[src/design/mrfr_pkg.sv]
// Package: shared constants, opcodes and controller/datapath command and status types.
package mrfr_pkg;

  localparam int DEF_MAX_DIM    = 16;
  localparam int DEF_DATA_WIDTH = 32;

  localparam int CFG_W     = 5;   // width of row_count / col_count
  localparam int CFG_IDX_W = 1;   // two configuration registers
  localparam int ELEM_W    = 32;  // element / value field width
  localparam int OP_W      = 2;

  localparam logic [CFG_IDX_W-1:0] REG_ROW_COUNT = 1'b0;
  localparam logic [CFG_IDX_W-1:0] REG_COL_COUNT = 1'b1;

  typedef enum logic [OP_W-1:0] {
    OP_LOAD   = 2'd0,
    OP_ROTATE = 2'd1,
    OP_FLIP   = 2'd2,
    OP_READ   = 2'd3
  } op_t;

  // controller -> datapath
  typedef struct packed {
    logic load;
    logic rotate;
    logic flip;
    logic read;
    logic div_step;
    logic out_load;
  } dp_cmd_t;

  // datapath -> controller
  typedef struct packed {
    logic ptr_zero;
    logic div_last;
  } dp_status_t;

endpackage

[src/design/mrfr_ctrl.sv]
// Controller: handshake and sequencing state machine.
module mrfr_ctrl (
  input  logic                clk,
  input  logic                rst,
  input  logic                in_valid,
  output logic                in_ready,
  input  mrfr_pkg::op_t       in_op,
  output logic                out_valid,
  input  logic                out_ready,
  output mrfr_pkg::dp_cmd_t   cmd,
  input  mrfr_pkg::dp_status_t sts
);
  import mrfr_pkg::*;

  typedef enum logic [2:0] {
    S_IDLE = 3'b001,
    S_DIV  = 3'b010,
    S_RESP = 3'b100
  } state_t;

  state_t state, state_next;
  logic   out_valid_next;
  logic   accept;

  assign in_ready = (state == S_IDLE);
  assign accept   = in_valid && in_ready;

  always_comb begin
    state_next = state;
    cmd        = '0;
    unique case (state)
      S_IDLE: begin
        if (accept) begin
          unique case (in_op)
            OP_LOAD:   cmd.load = 1'b1;
            OP_ROTATE: begin
              cmd.rotate = 1'b1;
              // read position must be re-split into row/col for new shape
              if (!sts.ptr_zero) state_next = S_DIV;
            end
            OP_FLIP:   cmd.flip = 1'b1;
            OP_READ: begin
              cmd.read   = 1'b1;
              state_next = S_RESP;
            end
            default:   cmd = '0;
          endcase
        end
      end
      S_DIV: begin
        cmd.div_step = 1'b1;
        if (sts.div_last) state_next = S_IDLE;
      end
      S_RESP: begin
        if (!out_valid || out_ready) begin
          cmd.out_load = 1'b1;
          state_next   = S_IDLE;
        end
      end
      default: state_next = S_IDLE;
    endcase
  end

  assign out_valid_next = cmd.out_load || (out_valid && !out_ready);

  always_ff @(posedge clk) begin
    if (rst) begin
      state     <= S_IDLE;
      out_valid <= 1'b0;
    end else begin
      state     <= state_next;
      out_valid <= out_valid_next;
    end
  end

endmodule

[config.mk]
export PLATFORM = sky130hd
export DESIGN_NAME = mrfr_ctrl
export DESIGN_NICKNAME = d
export VERILOG_FILES = /design/src/design/mrfr_pkg.sv /design/src/design/mrfr_ctrl.sv
export SDC_FILE = /design/constraint.sdc
export NUM_CORES = 1
export LEC_CHECK = 0
export BUFFER_PORTS_ARGS = -buffer_cell sky130_fd_sc_hd__buf_2
export CORE_AREA = 8 8 45 47
export CTS_CLUSTER_DIAMETER = 30
export DETAILED_ROUTE_END_ITERATION = 8
export DIE_AREA = 0 0 53 55
export PLACE_DENSITY = 0.45
export REMOVE_ABC_BUFFERS = 1
export SYNTH_ARGS = -nofsm -noshare
export SYNTH_HDL_FRONTEND = slang
export SYNTH_SLANG_ARGS = --single-unit
[constraint.sdc]
create_clock -name clk -period 1.19 [get_ports clk]
set_input_delay 0.238 -clock clk [delete_from_list [all_inputs] [get_ports clk]]
set_output_delay 0.238 -clock clk [all_outputs]
set_load 0.02 [all_outputs]
# == After elaboration in Yosys (flattened, before gate mapping) ==
# Index checks and enable logic that the tools add are counted.
# op_classes
n_eq_ne,11
n_mux,15
reduce_logical,8
# op_table
cell,n
3-bit 2-to-1 mux,4
3-bit case mux with 3 select lines,1
6-bit 2-to-1 mux,1
3-bit case mux with 2 select lines,1
1-bit 2-to-1 mux,5
5-bit AND reduction,1
"2-bit == test, second input constant",2
4-bit 2-to-1 mux,1
"2-bit inequality test, second input constant",2
1-bit case mux with 2 select lines,2
"3-bit by 1-bit == test with 1-bit output, second input constant",1
"3-bit by 2-bit == test with 1-bit output, second input constant",1
"3-bit == test, second input constant",1
"3-bit by 1-bit inequality test with 1-bit output, second input constant",1
"3-bit inequality test, second input constant",1
"2-bit by 1-bit == test with 1-bit output, second input constant",1
1-bit logical AND,2
1-bit zero test,2
2-bit zero test,1
1-bit logical OR,2
"2-bit by 1-bit inequality test with 1-bit output, second input constant",1
# word_totals
reg_bits,4
inputBits,8
out_inout_bits,8
word_cells,36

# == Logic depth before layout (Yosys ltp) ==
# Gate-level depths: netlist of the first run.
# depth
word_depth,5
ltp_mapped,3
ltp_nobuf,3

# == Least setup slack after synthesis of the first run ==
# No wires, ideal clock.
# synth_path
path_type,register to output
start,register state[2]
end,output port cmd[5] (netlist bit)
arrival_time_ps,1434
t_required_ps,952
path_slack_ps,-482
stages_incl_launch_ff,3
path_buffers,0
path_cell_list,dfxtp_1 > nor3b_4 > nor4bb_1
# synth_lines
element,line_no,source
"start, declared",mrfr_ctrl.sv:21,"state_t state, state_next;"
"start signal, assigned",mrfr_ctrl.sv:71,state <= state_next;
"end, declared",mrfr_ctrl.sv:10,"output mrfr_pkg::dp_cmd_t cmd,"

==> out/metrics.cfg, run 1 <==
[die]
die_h_um=55
die_width_um=53
die-area_um2=2920
coreArea_um2=1380
core.rowCount=14
initial_core_util_pct=18.4
io_pins=16

[synth]
synth.area.top_cells=dfxtp_1, nor3b_1, nor3b_4, o41ai_2, nand2b_1
synth.top_cell.area_share_pct=31.5
syn-mean-instance-area_um2=9.41
synth_ff_type=dfxtp_1
ys_types=18
yosysSeqAreaShare_pct=31.5
synth_common_cells=dfxtp_1, nor2_1, nor3b_1, a21oi_1, nand2b_1
async_reset_ff_share_pct=0
yosysWarningCount=0
synth_top_cell_by_area=dfxtp_1
yosysMostFrequentCell=dfxtp_1
synth_edf_count=0
synth-seq-cells=4
syn_inst=27
syn_area_um2=254

[power_and_ir_drop]
vdd_drop_max_mv=0.251
p_leak_nw=0.225
p_per_area_nw_per_um2=829

[global_routing]
overflow=0
grtUsageMet1_pct=5.45
grt_max_degree=8
met2_usage_pct=10.7
globalRouteMet3Util_pct=2.14
antenna_found_initial=0
grt_pass1_wl_um=1290
grt_pass1_vias=316
grt.busiest_layer=met2
grt_use_total_pct=6.22

[cells_and_area]
syn_to_final_growth_pct=91.1
n_fill_cell=153
diodes=0
drive_gt1_share_pct=67.3
final_cells=68
nets=62

[timing]
max_freq_mhz=697
worst_slew_pin_slew_ps=216
tns_ps=-1420
clock_skew_ps=0.277
finalSetupViolCount=10
rsz0062_at_grt=yes
slew_violations=0
setup_slack_ps=-246
relSlewSlack_pct=85.4
fin_crit_sh_pct=121
fin_crit_ps=1440
hold_violations=0

[outcome]
violations=negative setup slack
status=finished, violations left

[clock_network]
htree_num_levels=1
tritoncts=built
clk_path_buf_depth=2
clk_pin_slew_ps=40
ctsHoldBuffers=0
clk_latency_ps=230
root_buffer=clkbuf_4
cts.sinks=4
cts_made_buffers=3

[setup_path]
critPathArrivalTime_ps=1200
cp-end-kind=primary output
required_ps=950
start_kind=register
path_max_fanout=4
criticalPathCategory=register to primary output

[detailed_routing]
post-route-drc-count=0
postRouteAntennaNets=0
drtIter0Drc=2
avgRoutedWirePerCell_um=11.5
num_vias=306
wl_um=784
drt-pass1-iter-count=2
viasPerCell=4.50

[min_path]
hp-class=input pin to register

[placement]
portBuffers=15
hpwl_um=622
place_inst=63
routabilityCongestion=0.701

[flow_run]
cap_violations=0

-- placed cells by master (no fill, tap or decap), drive strengths merged --
cell type  count
nand3          1
o32ai          1
a21o           1
nand2          1
nor3b          4
inv            1
nor3           1
nand2b         2
dfxtp          4
o41ai          1
o32a           1
a21oi          2
and3           1
and4b          1
clkbuf         3
nand3b         1
nor4bb         1
buf           22
nor2           3
-- sequential cells by signal (all words and copies together) (netlist names) --
signal and flops:
out_valid 1, state 3
-- critical path: stages, from the launching register on --
cell      delay (ps)
dfxtp_2          320
nor3b_4          230
nor4bb_1         210
buf_2            200
-- cells by family (layout without fill, tap and decap cells) --
logic type,count (synthesis),in the layout,share of synthesized area [%]
and+or+nand+nor,16,16,46.3
AOI/OAI and AO/OA,6,6,20.7
DFF,4,4,31.5
buffers and inverters,1,26,1.48
-- worst paths after layout --
check              end  cells past startpoint  slack (ps)      start
max             cmd[5]                      3        -250   state[2]
max reg2reg   state[1]                      6        -140   state[2]
min reg2reg  out_valid                      2         530  out_valid
min           state[1]                      2         230     sts[1]
-- final cells by class --
type / instances / area, µm² / share of cell area, %
multi-input cells: 22 / 190 / 39.2
repair buffers: 22 / 165 / 34.0
flip-flops and latches: 4 / 83.8 / 17.3
clock buffers: 3 / 22.5 / 4.64
well taps: 16 / 20.0 / 4.12
inverters: 1 / 3.75 / 0.773
-- power breakdown --
part | internal [mW] | switching, mW | leakage, nW
clock network | 0.112 | 0.0502 | 0.0138
registers | 0.138 | 0.00242 | 0.0330
logic | 0.0526 | 0.0466 | 0.179
total | 0.303 | 0.0992 | 0.225
-- layer usage --
| layer | vias to the layer above | share of wire (%) |
|---|---|---|
| met3 | 0 | 7.3 |
| met5 | - | 0 |
| met1 | 145 | 39 |
| met2 | 6 | 54 |
| met4 | 0 | 0 |
| li1 | 155 | - |
-- per-stage QoR --
stage	util (%)	hold WS, ps	instance area [µm²]	power, mW	worst slack (ps)
3_3_place_gp	27.9	463	387	0.221	-42.9
6_report	35.1	226	485	0.403	-246
3_5_place_dp	27.9	466	387	0.221	-33.3
4_1_cts	34.0	207	470	0.414	-277
2_1_floorplan	-	307	254	0.179	-482
5_1_grt	35.1	221	485	0.433	-339
-- timing repair --
action | CTS | global route
pin swaps | 6 | 2
setup endpoints to repair | 8 | 10
buffers inserted | 3 | 1
gates resized for setup | 17 | 3
Power figures use the tool's default switching activity.
==> run 2, diff against run 1 <==
--- a/config.mk
+++ b/config.mk
@@ -11,7 +11,6 @@
 export DETAILED_ROUTE_END_ITERATION = 8
 export DIE_AREA = 0 0 53 55
 export PLACE_DENSITY = 0.45
-export REMOVE_ABC_BUFFERS = 1
 export SYNTH_ARGS = -nofsm -noshare
 export SYNTH_HDL_FRONTEND = slang
 export SYNTH_SLANG_ARGS = --single-unit
==> run 2 against run 1 <==
Highest routed layer is now met4. Largest power group unchanged. Flip-flop and latch count is the same. First-iteration DRC count up 50%. Sequential share of layout area is 2.5 points lower. Final area increased by 17%. The flow still finishes with violations (negative setup slack). Core utilization increased by 6.0 points.
==> out/metrics.cfg, run 2 (same netlist as run 1, synthesis figures left out) <==
[cells_and_area]
diodes=0  ; unchanged
syn_to_final_growth_pct=124
drive_gt1_share_pct=74.5  ; +7.2 points
layout_common_cells=buf_2, buf_6, buf_4
n_fill_cell=142  ; -7.2%
stdcell_area_um2=568  ; +17%
largest_reg_flops=3  ; unchanged
top_register=state
top_regs=state (3), out_valid (1)
nets=65  ; +4.8%

[die]
io_pins=16  ; unchanged
die_h_um=55  ; unchanged
initial_core_util_pct=18.4  ; unchanged
coreArea_um2=1380  ; unchanged
die_width_um=53  ; unchanged
core.rowCount=14  ; unchanged
die-area_um2=2920  ; unchanged

[setup_path]
criticalPathCategory=register to primary output
worstReg2RegStart=state[2]
cp_cell_sequence=nor3b_4, nor4bb_4, buf_4
start_kind=register
slowest_delay_ps=330  ; about the same
crit_start=state[2]
required_ps=950  ; about the same
critPathArrivalTime_ps=1260  ; +60 ps
slowest_stage=dfxtp_2
path_max_fanout=4  ; unchanged
cpLargestDelayFamily=simple AND/OR/NAND/NOR gates
worst-path-buf-inv=1  ; unchanged
cp-end-kind=primary output

[clock_network]
cts.sinks=4  ; unchanged
htree_num_levels=1  ; unchanged
tritoncts=built
cts_made_buffers=3  ; unchanged
root_buffer=clkbuf_4
clk_latency_ps=240  ; about the same
clk_path_buf_depth=2  ; unchanged
clk_pin_slew_ps=40  ; about the same

[global_routing]
globalRouteMet3Util_pct=3.48  ; +1.3 points
grt_pass1_wl_um=1380  ; +7.0%
grt_use_total_pct=6.51  ; +0.29 points
grt.busiest_layer=met2
met2_usage_pct=12.1  ; +1.4 points
antenna_found_initial=0  ; unchanged
grt_pass1_vias=351  ; +11%
grtUsageMet1_pct=5.33  ; -0.12 points
grt_max_degree=8  ; unchanged
overflow=0  ; unchanged

[min_path]
min_from=sts[1]
hp-class=input pin to register

[timing]
max_freq_mhz=667  ; -4.3%
finalSetupViolCount=9  ; -1
hold_violations=0  ; unchanged
slew_violations=0  ; unchanged
clock_skew_ps=0.765  ; +0.488 ps
fin_crit_ps=1500  ; +64.4 ps
rsz0062_at_grt=yes
tns_ps=-1460  ; -42.8 ps
setup_slack_ps=-310  ; -64.4 ps
fin_crit_sh_pct=126  ; +5.4 points
relSlewSlack_pct=83.5  ; -2.0 points
worst_slew_pin_slew_ps=248  ; +31.5 ps

[detailed_routing]
postRouteAntennaNets=0  ; unchanged
num_vias=328  ; +7.2%
drt-pass1-iter-count=2  ; unchanged
viasPerCell=4.62  ; +2.7%
wl_um=902  ; +15%
drtIter0Drc=3  ; +1
avgRoutedWirePerCell_um=12.7  ; +10%
post-route-drc-count=0  ; unchanged

[power_and_ir_drop]
vdd_drop_max_mv=0.303  ; +20%
p_per_area_nw_per_um2=770  ; -7.2%
p_leak_nw=0.252  ; +12%
p_total_uw=437  ; +8.6%

[placement]
routabilityCongestion=0.705  ; +0.44%
hpwl_um=649  ; +4.3%
portBuffers=15  ; unchanged
placed_cell_area_um2=420  ; +8.7%

[outcome]
status=finished, violations left
violations=negative setup slack

[flow_run]
cap_violations=0  ; unchanged

[synth]
synth_nets=35

[run 2: timing repair]
| action | CTS | global route |
|---|---|---|
| buffers inserted | 5 | 3 |
| gates resized for setup | 16 | 6 |
| pin swaps | 9 | 2 |
| setup endpoints to repair | 9 | 11 |
| hold buffers | 0 | 0 |
[run 2: power by group]
group	total (mW)	internal [mW]	switching, mW
clock network	0.177	0.113	0.0639
registers	0.141	0.138	0.00279
logic	0.119	0.0623	0.0567
[run 2: final cells by class]
class	instances	area [µm²]	area share, %
Sequential cell	4	83.8	14.8
Timing Repair Buffer	25	199	35.0
Inverter	1	3.75	0.661
Multi-Input combinational cell	22	239	42.1
Clock buffer	3	22.5	3.96
Tap cell	16	20.0	3.52
[run 2: stage by stage]
stage | hold slack [ps] | util [%] | setup WS, ps | cells
after floorplan | 307 | - | -168 | 27
after global placement | 453 | 30.4 | -41.5 | 62
after detailed placement | 454 | 30.4 | -84.1 | 62
after CTS | 190 | 38.3 | -322 | 69
after global routing | 211 | 41.0 | -362 | 71
final | 204 | 41.0 | -310 | 71
[run 2: path summary, 6_finish.rpt]
kind | to | slack, ps | depth (start not counted)
setup / recovery | cmd[5] | -310 | 3
hold / removal | state[1] | 200 | 2
setup reg to reg | state[0] | -60 | 5
hold reg to reg | state[2] | 570 | 2
[run 2: routing by layer]
layer,part of all wire (%),vias to the layer above
met1,31,155
met2,54,11
met4,1.6,0
met5,0,-
li1,-,160
met3,13,2
